### src/bqtsc_gain.sv
// Gain multiplier with half-up rounding and saturation.
// Depends on nothing; used for the input and output gains of the cascade.
module bqtsc_gain #(
  parameter int IN_W      = 24,
  parameter int OUT_W     = 40,
  parameter int COEF_BITS = 20
) (
  input  logic                        clk,
  input  logic                        rst,
  input  logic                        start,
  input  logic signed [IN_W-1:0]      din,
  input  logic signed [COEF_BITS-1:0] gain,
  output logic                        done,
  output logic signed [OUT_W-1:0]     dout
);

  localparam int CF = COEF_BITS - 3;
  localparam int GP = IN_W + COEF_BITS;
  localparam int SW = GP + 1 - CF;
  localparam logic signed [GP:0]      HALF = {{(GP+1-CF){1'b0}}, 1'b1, {(CF-1){1'b0}}};
  localparam logic signed [OUT_W-1:0] OMAX = {1'b0, {(OUT_W-1){1'b1}}};
  localparam logic signed [OUT_W-1:0] OMIN = {1'b1, {(OUT_W-1){1'b0}}};

  function automatic logic signed [OUT_W-1:0] rnd_sat(input logic signed [GP-1:0] p);
    logic signed [GP:0]         t;
    logic signed [SW-1:0]       s;
    logic signed [SW+OUT_W-1:0] e;
    t = {p[GP-1], p} + HALF;
    s = t[GP:CF];
    e = s;
    if (e > OMAX) begin
      rnd_sat = OMAX;
    end else if (e < OMIN) begin
      rnd_sat = OMIN;
    end else begin
      rnd_sat = e[OUT_W-1:0];
    end
  endfunction

  logic signed [GP-1:0] prod;
  logic                 prod_valid;

  always_ff @(posedge clk) begin
    if (rst) begin
      prod_valid <= 1'b0;
      done       <= 1'b0;
    end else begin
      prod_valid <= start;
      done       <= prod_valid;
    end
  end

  always_ff @(posedge clk) begin
    if (start) begin
      prod <= din * gain;
    end
    if (prod_valid) begin
      dout <= rnd_sat(prod);
    end
  end

endmodule

### config.mk
export PLATFORM = sky130hd
export DESIGN_NAME = bqtsc_gain
export DESIGN_NICKNAME = d
export VERILOG_FILES = /design/src/bqtsc_gain.sv
export SDC_FILE = /design/constraint.sdc
export NUM_CORES = 1
export LEC_CHECK = 0
export BUFFER_PORTS_ARGS = -buffer_cell sky130_fd_sc_hd__buf_2
export CAP_MARGIN = 20
export CORE_MARGIN = 1.5
export CORE_UTILIZATION = 45
export CTS_BUF_LIST = sky130_fd_sc_hd__clkbuf_8 sky130_fd_sc_hd__clkbuf_16
export CTS_CLUSTER_SIZE = 16
export DETAILED_ROUTE_END_ITERATION = 10
export HOLD_SLACK_MARGIN = 0.05
export PLACE_DENSITY_LB_ADDON = 0.05
export REMOVE_ABC_BUFFERS = 1
export SKIP_CTS_REPAIR_TIMING = 1
export SYNTH_ARGS = -nofsm -noshare
export SYNTH_HDL_FRONTEND = slang
export SYNTH_SLANG_ARGS = --single-unit
### constraint.sdc
create_clock -name clk -period 22.1 [get_ports clk]
set_clock_uncertainty 0.2 [all_clocks]
set_input_delay 4.42 -clock clk [delete_from_list [all_inputs] [get_ports clk]]
set_output_delay 4.42 -clock clk [all_outputs]
set_load 0.02 [all_outputs]
# After elaboration in Yosys (flattened, before gate mapping)
# Index checks and enable logic that the tools add are counted.
dict set report word_totals {
  register_bits 86
  elab_cells 9
  in_bits 47
  output_inout_bits 41
}
dict set report classes {
  n_mux 1
  n_lt_le_gt_ge 2
  mul 1
  addsub 1
}
# operator n
set op_table {}
lappend op_table {{adder 44 x 18 -> 45 bit (second input constant)} 1}
lappend op_table {{multiplier 24 x 20 -> 44 bit} 1}
lappend op_table {{> comparator 28 x 40 -> 1 bit (second input constant)} 1}
lappend op_table {{less-than comparator 28 x 40 -> 1 bit (second input constant)} 1}
lappend op_table {{two-way mux 40 bit} 1}

# Logic depth before layout (Yosys ltp)
# Gate-level depths: netlist (run 1).
dict set report logic_depth {
  depth_word 3
  mapped_depth 27
  mapped_depth_nobuf 26
}

# Least setup slack after synthesis (run 1)
# Ideal clock, no wire load.
dict set report synth_timing {
  kind {input to register}
  startpoint {input gain[5]}
  endpoint {register prod[42] (data pin)}
  t_required_ps 21642
  stages 25
  n_path_buf 1
  arrival_time_ps 10744
  slack_ps 10898
  setup_ps 258
  cell_sequence {clkbuf_1 nand2_1 fa_1 inv_1 fa_1 inv_1 fa_1 inv_1 fa_1 fa_1 fa_1 inv_1 fa_1 inv_1 ha_1 a21o_1 a21o_1 a2111oi_4 nor3_1 o21a_1 o31ai_4 a211oi_1 or3_1 a21oi_2 xnor2_1}
}
dict set report synth_via {
  elab_chain_cells 1
}
# item line
set synth_lines {}
lappend synth_lines {{from (decl)} 12} ;# input logic signed [COEF_BITS-1:0] gain,
lappend synth_lines {{multiplier 24 x 20 -> 44 bit} 55} ;# prod <= din * gain;
lappend synth_lines {{to (signal assigned)} 55}
lappend synth_lines {{to (decl)} 40} ;# logic signed [GP-1:0] prod;
# No other way between the ends.
# A chain may end at the register's enable or synchronous reset.

# Worst setup path in the final report (run 1)
# Same ends and word-level chain as after synthesis.

==> results of run 1 <==
==> metrics by stage <==
stage | util, % | hold WS, ns | cells
finish | 48.1 | 0.374 | 2638
floorplan | - | 0.341 | 1947
detailed placement | 47.4 | 0.362 | 2621
global route | 48.1 | 0.391 | 2637
global placement | 47.4 | 0.364 | 2621
CTS | 48.1 | 0.376 | 2637
==> flip-flops by register name, indices dropped and copies added (netlist names) <==
| signal | flops |
|---|---|
| dout | 29 |
| done | 1 |
| prod | 28 |
| prod_valid | 1 |
==> cells in the mapped netlist (all sizes together) (2+ instances only) <==
cell type,number
a2111oi,2
o211ai,2
clkbuf,87
buf,11
o21a,4
xor2,16
nor4,2
nand2,222
a21o,13
edfxtp,57
o21ai,14
a31oi,2
ha,113
a21boi,2
nor3,7
fa,491
o21bai,2
a211oi,3
nand3,16
or3,4
nor2b,5
nand2b,8
or2,2
and3,8
xnor2,48
a21oi,24
inv,566
dfxtp,2
nor2,31
and2,253
nand4,13
==> worst reg2reg max path, delay by kind of cell (launching register included) <==
family,cells,cell delay [ns]
simple gates,5,1.26
flops,1,0.40
xor+xnor,1,0.15
==> cells in the final DEF, fill, tap and decap left out, drive strengths merged, types with 2 or more instances in the layout <==
cell     instances
nor2            31
fa             491
nand3           16
clkbuf           9
o211ai           2
nand2          222
nor2b            5
nor4             2
a2111oi          2
or2              2
nand4           13
a21oi           24
edfxtp          57
o21bai           2
bufinv           2
and3             8
ha             113
buf             89
dfxtp            2
nand2b           8
clkinv           4
and2           253
a21boi           2
o21a             4
o21ai           14
a31oi            2
xor2            16
nor3             7
a21o            13
a211oi           3
xnor2           48
or3              4
inv            567
==> layout make-up <==
type	count	area [sq um]	area share, %
clock inverters	7	93.8	0.454
diodes	1	2.50	0.0121
repair buffers	89	450	2.18
clock buffers	9	225	1.09
flip-flops and latches	59	1750	8.47
well taps	585	732	3.54
inverters	567	2130	10.3
multi-input cells	1321	15300	74.0
==> per-layer routing <==
| metal | up-vias | share of wire, % | global-route usage [%] |
|---|---|---|---|
| met1 | 6889 | 42 | 31.7 |
| met3 | 48 | 3.5 | 2.40 |
| li1 | 5845 | - | - |
| met2 | 244 | 52 | 44.8 |
| met5 | - | 0 | 0 |
| met4 | 0 | 1.6 | 4.51 |
==> worst min path at each step <==
stage / start / to / slack, ns / depth (start not counted)
2_1_floorplan: prod[21] / dout[4] / 0.34 / 1
3_3_place_gp: prod[20] / dout[3] / 0.36 / 1
3_5_place_dp: prod[20] / dout[3] / 0.36 / 1
4_1_cts: prod[20] / dout[3] / 0.38 / 1
5_1_grt: prod[20] / dout[3] / 0.39 / 1
6_report: prod[20] / dout[3] / 0.37 / 1
==> kinds of logic after synthesis <==
kind of cell	after synthesis	share of synthesized area (%)
AO/OA/AOI/OAI	78	2.80
XOR/XNOR	64	2.86
adder cells (fa/ha/maj)	604	57.4
buffers and inverters	665	13.0
flip-flops	59	8.94
AND/OR/NAND/NOR	575	15.0
==> flow_summary.toml, run 1 <==
[run_status]
status = "complete, no violations"

[die]
start_util_pct = 45.6
pin_count = 88
core_sq_um = 43000
row_count = 76
dieArea_sq_um = 44800
fp.dieH_microns = 212
die_x_microns = 212

[global_routing]
grt_pass1_wl_microns = 82500
grt_antenna_before_repair = 1
grt_pass1_vias = 15152
groute.usage.overall_pct = 24.5
overflow = 0
grt_max_degree = 31

[timing]
worst_pin_slew_ns = 0.830
setup-violations-final = 0
slew-limit-headroom_pct = 44.3
timing.final.ws_setup_ns = 10.32
period_share_pct = 53.3
fmax_mhz = 84.9
fin_tns_setup_ns = 0
rsz0062_at_grt = "no"
slew_violations = 0
hold_viol = 0
finalCriticalPeriod_ns = 11.78

[place]
post-place-ws_ns = 9.90
placed_area_sq_um = 20400
gp_congestion = 0.810
io_buffers = 87
hpwl_microns = 39000

[setup_path]
crit_arrival_ns = 11.65
worst-setup-path-type = "in -> reg"
startpoint_type = "primary input"
critical_path.startpoint = "gain[5]"
crit_family = "adder cells"
timing.critical_path.mode_cell = "fa_1"
rr_endpoint = "dout[20]"
cp_num_cells = 25
cp-end-kind = "register"
reg2reg_slack_ns = 19.84
crit_buf_inv = 6
r2r_start = "prod[18]"
endpoint = "prod[42]"
r2r_cells = 6
critPathMaxStageDelay_ns = 0.62
critPathRequiredTime_ns = 21.97
slowest_stage = "buf_2"
crit_fanout = 24

[job]
maxCapViolCount = 0

[detailed_routing]
drc_errors = 0
drt_iter0_markers = 527
detail_route.wl_per_cell_microns = 19.0
viasPerCell = 4.94
first_pass_iters = 5
ant_nets = 0
vias = 13026
drt_wl_total_microns = 50100

[finish]
final_area_sq_um = 20700
n_fill_cell = 4199
layout.nets = 2698
syn2layout_area_growth_pct = 5.59
layout-drive-gt1-share_pct = 5.51

[synth]
ys_types = 50
ys_seq_area_share_pct = 8.94
synth_top_cell_by_area = "fa_1"
synth_top_area_share_pct = 50.2
syn_area_sq_um = 19600
synthCells = 2045
synth_area_leaders = "fa_1, inv_1, edfxtp_1"
synth_ff_type = "edfxtp_1"
synth-edff-count = 57
synth_warnings = 0
synth_area_per_cell_sq_um = 9.58
ys_seq_elements = 59
synthArstFlopShare_pct = 0

[clock_tree]
worstSkewPairLatency_ns = 0.32
cts_buffers = 9
cts_tree = "yes"
cts-root-buf = "clkbuf_16"
cts_htree_levels = 3
cts_buffer_depth = 2
clk_pin_slew_ns = 0.05
clock_sinks = 59

[worst_hold_path]
hold_class = "reg -> reg"
Power of run 1 is not shown: default switching activity piles up to over one toggle a cycle in this logic, so the estimate is an artifact.
==> run 2, diff against run 1 <==
==> constraint.sdc (replaced) <==
create_clock -name clk -period 12 [get_ports clk]
set_clock_uncertainty 0.2 [all_clocks]
set_input_delay 2.4 -clock clk [delete_from_list [all_inputs] [get_ports clk]]
set_output_delay 2.4 -clock clk [all_outputs]
set_load 0.02 [all_outputs]
==> run 2 against run 1 <==
Against the previous run:
- first-iteration DRC count is 3.8% lower
- final cell count increased by 0.11%
- sequential share of layout area is essentially flat
- critical path depth shrank 2
- critical path type unchanged
- global-route usage fell by 0.39 points
- utilization about the same
- final area hardly changed
- register-to-register slack worse by 10 ns
- via count up 0.37%
==> flow_summary.toml, run 2 (same netlist as run 1, synthesis figures left out) <==
[run_status]
status = "complete, no violations"

[detailed_routing]
vias = 13074
ant_nets = 0
detail_route.wl_per_cell_microns = 18.9
drc_errors = 0
drt_wl_total_microns = 49900
first_pass_iters = 4
viasPerCell = 4.95
drt_iter0_markers = 507

[timing]
worst_pin_slew_ns = 0.809
fmax_mhz = 103
slew-limit-headroom_pct = 46.1
rsz0062_at_grt = "no"
finalCriticalPeriod_ns = 9.72
slew_violations = 0
hold_viol = 0
whs_ns = 0.382
fin_tns_setup_ns = 0
setup-violations-final = 0
period_share_pct = 81.0

[place]
io_buffers = 87
hpwl_microns = 39100
gp_congestion = 0.811

[die]
core_sq_um = 43000
die_x_microns = 212
start_util_pct = 45.6
row_count = 76
fp.dieH_microns = 212
pin_count = 88
dieArea_sq_um = 44800

[global_routing]
grt_pass1_wl_microns = 81600
grt_max_degree = 31
overflow = 0
grt_antenna_before_repair = 1
groute.usage.overall_pct = 24.1
grt_pass1_vias = 15071

[clock_tree]
cts_buffer_depth = 2
cts_buffers = 9
cts_htree_levels = 3
clock_sinks = 59
cts-root-buf = "clkbuf_16"
worstSkewPairLatency_ns = 0.32
cts_tree = "yes"
clk_pin_slew_ns = 0.05

[finish]
layout-drive-gt1-share_pct = 5.55
syn2layout_area_growth_pct = 5.65
n_fill_cell = 4218
largest_reg_flops = 29
layout_common_cells = "inv_1, fa_1, and2_1"
largest_register = "dout"
layout.nets = 2699
final_common_cell = "inv_1"
top_regs = "dout x29, prod x28"

[setup_path]
path_cells = "buf_2 > nand2_1 > fa_1 > fa_1 > fa_1 > inv_1 > fa_1 > fa_1 > fa_1 > inv_1 > fa_1 > inv_1 > ha_1 > o21a_1 > o211ai_1 > nor3b_1 > nor4_1 > a2111oi_2 > o31ai_4 > a211oi_1 > or3_1 > a21oi_2 > xnor2_1"
crit_buf_inv = 4
slowest_stage = "buf_2"
crit_fanout = 25
cp-end-kind = "register"
startpoint_type = "primary input"
crit_family = "adder cells"
worst-setup-path-type = "in -> reg"
critPathRequiredTime_ns = 11.87
critPathMaxStageDelay_ns = 0.60
timing.critical_path.mode_cell = "fa_1"
crit_arrival_ns = 9.58

[worst_hold_path]
hold_class = "reg -> reg"

[job]
maxCapViolCount = 0
## run 2: per-stage QoR
step                      instance area, sq um  worst slack, ns  utilization [%]  cells
after floorplan                          19200             3.06                -   1947
after global placement                   20400             1.97             47.4   2622
after detailed placement                 20400             1.91             47.4   2622
after CTS                                20700             2.25             48.1   2638
after global routing                     20700             1.82             48.1   2638
final                                    20700             2.28             48.1   2641
## run 2: layout make-up
cell class	instances	area (sq um)	share of cell area (%)
Multi-Input combinational cell	1321	15300	73.9
Clock buffer	9	225	1.09
Timing Repair Buffer	90	458	2.21
Antenna cell	3	7.51	0.0363
Clock inverter	7	93.8	0.453
Inverter	567	2130	10.3
Sequential cell	59	1750	8.46
Tap cell	585	732	3.54
## run 2: worst register-to-register path, cell delays in order, from the launching register on
cell	delay (ns)
edfxtp_1	0.39
and3_1	0.19
and2_1	0.18
nand4_1	0.27
nor3_1	0.45
nand3_1	0.15
xnor2_1	0.16
## run 2: worst paths after layout
kind	from	end	slack [ns]	depth (start not counted)
worst min-delay path	prod[41]	dout[24]	0.38	1
worst max register to register	prod[19]	dout[18]	9.76	6
worst max-delay path	gain[5]	prod[42]	2.28	23
worst min register to register	prod[41]	dout[24]	0.38	1
## run 2: routing by layer
metal,track usage (%),vias to the layer above,part of all wire [%]
met3,2.23,65,3.1
met2,44.1,227,53
met4,5.69,0,1.9
met1,30.8,6925,42
met5,0,-,0
li1,-,5857,-
Power of run 2 is left out for the same reason.
