==> config.mk <==
export PLATFORM = sky130hd
export DESIGN_NAME = bqtsc_cell
export DESIGN_NICKNAME = d
export VERILOG_FILES = /design/src/bqtsc_pkg.sv /design/src/bqtsc_cell.sv
export SDC_FILE = /design/constraint.sdc
export NUM_CORES = 2
export LEC_CHECK = 0
export BUFFER_PORTS_ARGS = -buffer_cell sky130_fd_sc_hd__buf_2
export CAP_MARGIN = 25
export CORE_MARGIN = 5
export CORE_UTILIZATION = 50
export CTS_BUF_LIST = sky130_fd_sc_hd__clkbuf_4
export DETAILED_ROUTE_END_ITERATION = 8
export PLACE_DENSITY_LB_ADDON = 0.05
export SLEW_MARGIN = 15
export SYNTH_ARGS = -nofsm -noshare
export SYNTH_HDL_FRONTEND = slang
export SYNTH_SLANG_ARGS = --single-unit
==> constraint.sdc <==
create_clock -name clk -period 26.8 [get_ports clk]
set_input_delay 4.02 -clock clk [delete_from_list [all_inputs] [get_ports clk]]
set_output_delay 4.02 -clock clk [all_outputs]
set_load 0.02 [all_outputs]
==> src/bqtsc_pkg.sv <==
// Shared constants and types of the tone stack biquad cascade.
// No dependencies; used by bqtsc_cell and biquad_tone_stack_cascade.
package bqtsc_pkg;

  localparam int DELAY_BITS    = 40;
  localparam int NUM_STAGES    = 3;
  localparam int CFG_ADDR_BITS = 3;

  typedef enum logic [CFG_ADDR_BITS-1:0] {
    REG_BASS_FF     = 3'd0,
    REG_BASS_FB     = 3'd1,
    REG_MID_FF      = 3'd2,
    REG_MID_FB      = 3'd3,
    REG_TREBLE_FF   = 3'd4,
    REG_TREBLE_FB   = 3'd5,
    REG_GAINS       = 3'd6,
    REG_TONE_BYPASS = 3'd7
  } cfg_reg_t;

  typedef enum logic [2:0] {
    CS_IDLE,
    CS_Y,
    CS_A1,
    CS_Z1,
    CS_A2,
    CS_Z2
  } cell_state_t;

endpackage

==> src/bqtsc_cell.sv <==
// One transposed direct form II biquad cell with its own multiplier and delays.
// Depends on bqtsc_pkg; instantiated in a row by biquad_tone_stack_cascade.
module bqtsc_cell #(
  parameter int COEF_BITS = 20
) (
  input  logic                                       clk,
  input  logic                                       rst,
  input  logic                                       start,
  input  logic signed [bqtsc_pkg::DELAY_BITS-1:0]    x,
  input  logic        [3*COEF_BITS-1:0]              ff,
  input  logic        [2*COEF_BITS-1:0]              fb,
  output logic                                       done,
  output logic signed [bqtsc_pkg::DELAY_BITS-1:0]    y
);

  localparam int DW = bqtsc_pkg::DELAY_BITS;
  localparam int CF = COEF_BITS - 3;
  localparam int PW = DW + COEF_BITS;
  localparam int SW = PW + 2 - CF;
  localparam logic signed [PW+1:0] HALF = {{(PW+2-CF){1'b0}}, 1'b1, {(CF-1){1'b0}}};
  localparam logic signed [DW-1:0] DMAX = {1'b0, {(DW-1){1'b1}}};
  localparam logic signed [DW-1:0] DMIN = {1'b1, {(DW-1){1'b0}}};

  function automatic logic signed [DW-1:0] rnd_sat(input logic signed [PW:0] v,
                                                   input logic signed [DW-1:0] z);
    logic signed [PW+1:0] t;
    logic signed [SW-1:0] s;
    logic signed [SW:0]   u;
    t = {v[PW], v} + HALF;
    s = t[PW+1:CF];
    u = s + z;
    if (u > DMAX) begin
      rnd_sat = DMAX;
    end else if (u < DMIN) begin
      rnd_sat = DMIN;
    end else begin
      rnd_sat = u[DW-1:0];
    end
  endfunction

  bqtsc_pkg::cell_state_t state, state_next;

  logic signed [PW-1:0]        prod;
  logic signed [PW-1:0]        acc;
  logic signed [DW-1:0]        z1;
  logic signed [DW-1:0]        z2;
  logic signed [COEF_BITS-1:0] mul_coef;
  logic signed [DW-1:0]        mul_data;
  logic                        mul_en;
  logic signed [PW:0]          rnd_in;
  logic signed [DW-1:0]        z_add;
  logic signed [DW-1:0]        sat_val;

  always_comb begin
    state_next = state;
    case (state)
      bqtsc_pkg::CS_IDLE: begin
        if (start) begin
          state_next = bqtsc_pkg::CS_Y;
        end
      end
      bqtsc_pkg::CS_Y:  state_next = bqtsc_pkg::CS_A1;
      bqtsc_pkg::CS_A1: state_next = bqtsc_pkg::CS_Z1;
      bqtsc_pkg::CS_Z1: state_next = bqtsc_pkg::CS_A2;
      bqtsc_pkg::CS_A2: state_next = bqtsc_pkg::CS_Z2;
      bqtsc_pkg::CS_Z2: state_next = bqtsc_pkg::CS_IDLE;
      default:          state_next = bqtsc_pkg::CS_IDLE;
    endcase
  end

  always_comb begin
    mul_en   = 1'b0;
    mul_coef = $signed(ff[COEF_BITS-1:0]);
    mul_data = x;
    rnd_in   = acc - prod;
    z_add    = '0;
    case (state)
      bqtsc_pkg::CS_IDLE: begin
        mul_en = start;
      end
      bqtsc_pkg::CS_Y: begin
        mul_en   = 1'b1;
        mul_coef = $signed(ff[2*COEF_BITS-1:COEF_BITS]);
        rnd_in   = prod;
        z_add    = z1;
      end
      bqtsc_pkg::CS_A1: begin
        mul_en   = 1'b1;
        mul_coef = $signed(fb[COEF_BITS-1:0]);
        mul_data = y;
      end
      bqtsc_pkg::CS_Z1: begin
        mul_en   = 1'b1;
        mul_coef = $signed(ff[3*COEF_BITS-1:2*COEF_BITS]);
        z_add    = z2;
      end
      bqtsc_pkg::CS_A2: begin
        mul_en   = 1'b1;
        mul_coef = $signed(fb[2*COEF_BITS-1:COEF_BITS]);
        mul_data = y;
      end
      default: begin
        mul_en = 1'b0;
      end
    endcase
  end

  assign sat_val = rnd_sat(rnd_in, z_add);

  always_ff @(posedge clk) begin
    if (rst) begin
      state <= bqtsc_pkg::CS_IDLE;
      done  <= 1'b0;
      z1    <= '0;
      z2    <= '0;
    end else begin
      state <= state_next;
      done  <= (state == bqtsc_pkg::CS_Z2);
      if (state == bqtsc_pkg::CS_Z1) begin
        z1 <= sat_val;
      end
      if (state == bqtsc_pkg::CS_Z2) begin
        z2 <= sat_val;
      end
    end
  end

  always_ff @(posedge clk) begin
    if (mul_en) begin
      prod <= mul_data * mul_coef;
    end
    if (state == bqtsc_pkg::CS_Y) begin
      y <= sat_val;
    end
    if (state inside {bqtsc_pkg::CS_A1, bqtsc_pkg::CS_A2}) begin
      acc <= prod;
    end
  end

endmodule

==> After elaboration in Yosys (flattened, before gate mapping) <==
Index checks and enable logic that the tools add are counted.
{ "op_classes": {"n_addsub": 3, "n_mul": 1, "order_cmp": 2, "n_eq_ne": 6, "n_mux": 9, "reduce_logical": 4} }
{ "op_table": {"columns": ["operator", "count"], "rows": [
  ["two-way mux 40 bit", 3],
  ["one-hot mux 20 bit (4 select lines)", 1],
  ["one-hot mux 40 bit (2 select lines)", 1],
  ["adder 61 x 18 -> 62 bit (second input constant)", 1],
  ["two-way mux 61 bit", 1],
  ["subtractor 60 x 60 -> 61 bit", 1],
  ["multiplier 40 x 20 -> 60 bit", 1],
  ["adder 45 x 40 -> 46 bit", 1],
  ["greater-than comparator 46 x 40 -> 1 bit (second input constant)", 1],
  ["less-than comparator 46 x 40 -> 1 bit (second input constant)", 1],
  ["one-hot mux 3 bit (5 select lines)", 1],
  ["equality test 3 x 2 -> 1 bit (second input constant)", 2],
  ["equality test 3 bit (second input constant)", 2],
  ["OR reduction 4 bit", 1],
  ["equality test 3 x 1 -> 1 bit (second input constant)", 1],
  ["logical NOT 3 bit", 1],
  ["two-way mux 3 bit", 1],
  ["inequality test 2 bit (second input constant)", 1],
  ["one-hot mux 1 bit (2 select lines)", 1],
  ["nonzero test 2 bit", 1],
  ["OR reduction 2 bit", 1]
]} }
{ "totals": {"register_bits": 244, "in_bits": 143, "word_cells": 32} }

==> Depth between registers and ports, before layout <==
{ "logic_depth": {"depth_word": 7, "mapped_depth": 39, "depth_no_buf": 33} }

==> Worst setup path after synthesis <==
No wires, ideal clock.
{ "synth_path": {"kind": "input-to-reg", "from": "in fb[6]", "to": "reg prod[57], data pin", "arrival_ps": 11272, "t_required_ps": 26541, "setup_slack_ps": 15269, "stages": 31, "path_cell_list": "a22oi_1 -> nand4_1 -> clkbuf_1 -> nand2_1 -> fa_1 -> inv_1 -> fa_1 -> inv_1 -> fa_1 -> inv_1 -> fa_1 -> fa_1 -> fa_1 -> inv_1 -> fa_1 -> inv_1 -> ha_1 -> clkbuf_1 -> a21o_1 -> a21o_1 -> a21o_1 -> a221o_1 -> a21oi_1 -> a21oi_1 -> and3b_1 -> nor2_1 -> o21ai_0 -> a2111oi_0 -> nor2_1 -> a41oi_1 -> xnor2_1"} }
{ "synth_via": {"elab_chain_cells": 2} }
{ "synth_lines": {"columns": ["item", "line", "rtl"], "rows": [
  ["from (decl)", "bqtsc_cell.sv:11", "input logic [2*COEF_BITS-1:0] fb,"],
  ["one-hot mux 20 bit (4 select lines)", "bqtsc_cell.sv:77", "case (state)"],
  ["multiplier 40 x 20 -> 60 bit", "bqtsc_cell.sv:130", "prod <= mul_data * mul_coef;"],
  ["to (signal assigned)", "bqtsc_cell.sv:130", null],
  ["to (decl)", "bqtsc_cell.sv:43", "logic signed [PW-1:0] prod;"]
]} }
No other way between the ends.
A chain may end at the register's enable or synchronous reset.

==> Final worst setup path <==
{ "layout_path": {"from": "in fb[7]", "to": "reg prod[59], data pin"} }
The elaborated chain is that of the path after synthesis.

==> metrics.txt <==
Port Buffers 183; CTS root buf clkbuf_4; period utilization 0.462; layout overhead on the synthesized area 6.54%; max-cap viol count 0; largest net degree at the start of global routing between 90 and 100; sequential-to-total area share from yosys stat 0.148; placed inst area about 46000 um^2; initial antenna violation count 7; worst slack, placed 13.64 ns; critical path arrival ~13 ns; post-synthesis adder-cell area fraction 0.427; fin area 46800 um^2; RR Startpoint state[0]; gr ovfl total 0; xor/xnor share of the synthesized area 0.0347; number of enable flip-flop cells after synthesis 160; RSZ-0062 raised after global routing false; post_cts resized 0; # fillers roughly 8400; H-tree Lvls 2; Via density 5.62; DR pass1 iterations 7; CTS Buffer Depth 3; core area roughly 87000 um^2; Total GRT Usage 0.296; Synth area leader fa_1; Mapped Nets approximately 6200; Syn Inst Count 5033; status completed; Synth Register Bits 244; Layout Skew roughly 0.046 ns; Syn Area/Cell slightly below 9 um^2; num rows 108; worst-path fanout max 13; top_reg_cell synth edfxtp_1; synthesized cell area around 44000 um^2; Synth cell types 84; Worst Hold Class flop to flop; first-pass GRT wire length about 220 mm; CTS buffer count 57; WL/cell between 20 and 25 um; Skew-Pair Late Insertion Delay approximately 0.75 ns; Slew Viols, Final 0; critical path class input pin to flop; routability cong. around 0.95; Compound-Gate Fraction of Synth Area 0.114; Post-synth ARST share 0; Post-Route WL 140 mm; Residual DRC 0; Final Hold Vio Count 0; Die W 306 um; startpoint types input pin; setup ws final around 14 ns; die height 306 um; area share of the largest cell type after synthesis 0.356; CP Data Required Time between 20 and 30 ns; number of routed nets with antenna violations 0; DRT iter0 DRCs just under 3000; Die ar. around 94000 um^2; total setup buffers inserted after CTS 0; Starting Density 0.505; Ys Warns 0; Critical Path Start fb[7]; max_slew headroom 0.313; fin nets 6288; clock-pin slew on the worst setup and hold paths roughly 0.08 ns; final setup vio count 0; detailed placer's ending HPWL 112 mm; crit path time final 12.38 ns; simple-gate portion of the synthesized area 0.153; worst slew pin tran 1.03 ns; TritonCTS Sinks roughly 240; Top-Level Pins between 150 and 200; Vias about 35000; share of layout cells above drive strength 1 0.0814; CTS Hold Bufs 0; Max Freq slightly above 80 MHz; CTS tree yes; mux cell area share after synthesis 0.0245; HP Start prod[8]; Setup crit end kind flop; vias in the first global route 36428; setup tns final 0 ns; Synth area leaders fa_1 (36%), edfxtp_1 (11%), inv_1 (7.8%); final core occ 0.538; largest family of logic cells by synthesized area adder cells
-- cells in the mapped netlist (all sizes together) (21+ instances only) --
| master | count |
|---|---|
| ha | 252 |
| a21oi | 206 |
| a211oi | 74 |
| and2 | 42 |
| and4 | 21 |
| xnor2 | 110 |
| clkbuf | 201 |
| a22oi | 32 |
| nor2 | 477 |
| inv | 916 |
| nand4 | 52 |
| a22o | 41 |
| o21a | 23 |
| edfxtp | 160 |
| a31oi | 22 |
| nand2 | 774 |
| xor2 | 64 |
| a21o | 103 |
| dfxtp | 84 |
| nor3 | 32 |
| buf | 29 |
| fa | 781 |
| nand2b | 22 |
| mux2i | 57 |
| mux2 | 45 |
| o21ai | 138 |
| nand3 | 51 |
-- placed cells by master (no fill, tap or decap), types with 110 or more instances in the layout --
| cell | instances |
|---|---|
| a21oi_1 | 202 |
| buf_2 | 183 |
| edfxtp_1 | 160 |
| fa_1 | 781 |
| ha_1 | 252 |
| inv_1 | 914 |
| nand2_1 | 774 |
| nor2_1 | 475 |
| o21ai_0 | 133 |
| xnor2_1 | 110 |
-- cell families after synthesis --
family                     Yosys count
AOI/OAI and AO/OA                  766
xor gates and xnor gates           174
adders and majority gates         1033
buffers and inverters             1148
DFF                                244
muxes                              102
and+or+nand+nor                   1566
-- state kept, by name, summed over array words and instances, names as in the netlist --
signal  cells
acc        60
done        1
prod       60
state       3
y          40
z1         40
z2         40
-- critical path: stages --
cell and delay (ns):
buf_2 0.10, a22oi_1 0.55, and4_1 1.00, nor2_1 0.16, fa_1 0.50, fa_1 0.51
fa_1 0.51, inv_1 0.05, fa_1 0.52, inv_1 0.05, fa_1 0.46, fa_1 0.53
fa_1 0.42, ha_1 0.43, nand4_1 0.21, nor4b_1 0.81, o211ai_1 0.25, a21oi_1 0.40
and3b_1 0.23, nor2_1 0.07, o21ai_0 0.32, a2111oi_0 0.21, o31ai_1 0.28, a21oi_1 0.11
xnor2_1 0.13
-- layer usage --
layer | GRT usage | routed length, um | vias to the layer above
li1 | - | - | 16187
met1 | 0.433 | 62200 | 17787
met2 | 0.454 | 60900 | 1310
met3 | 0.0610 | 12400 | 197
met4 | 0.0788 | 4070 | 0
met5 | 0 | 0 | -
-- final timing paths --
kind | slack, ns | cells past startpoint | endpoint
setup / recovery | 14.42 | 25 | prod[59]
hold / removal | 0.44 | 0 | acc[8]
setup reg to reg | 15.75 | 32 | prod[58]
hold reg to reg | 0.44 | 0 | acc[8]
-- layout make-up --
| cell class | instances | area, um^2 | area share |
|---|---|---|---|
| multi-input combinational | 3641 | 33200 | 0.710 |
| sequential | 244 | 6490 | 0.139 |
| inverter | 918 | 3450 | 0.0737 |
| timing repair buffer | 250 | 1450 | 0.0309 |
| tap | 1155 | 1450 | 0.0309 |
| clock buffer | 77 | 578 | 0.0123 |
| clock inverter | 31 | 191 | 0.00409 |
| antenna | 1 | 2.50 | 0.0000534 |
-- per-stage QoR --
| step | hold slack, ns | instances |
|---|---|---|
| after floorplan | 0.418 | 5033 |
| after global placement | 0.432 | 6199 |
| after detailed placement | 0.437 | 6206 |
| after CTS | 0.440 | 6314 |
| after global routing | 0.462 | 6317 |
| final | 0.439 | 6317 |
Power is left out: the tool's default activity adds up to more than one toggle a clock period on the data nets, which glitch-free logic cannot reach.
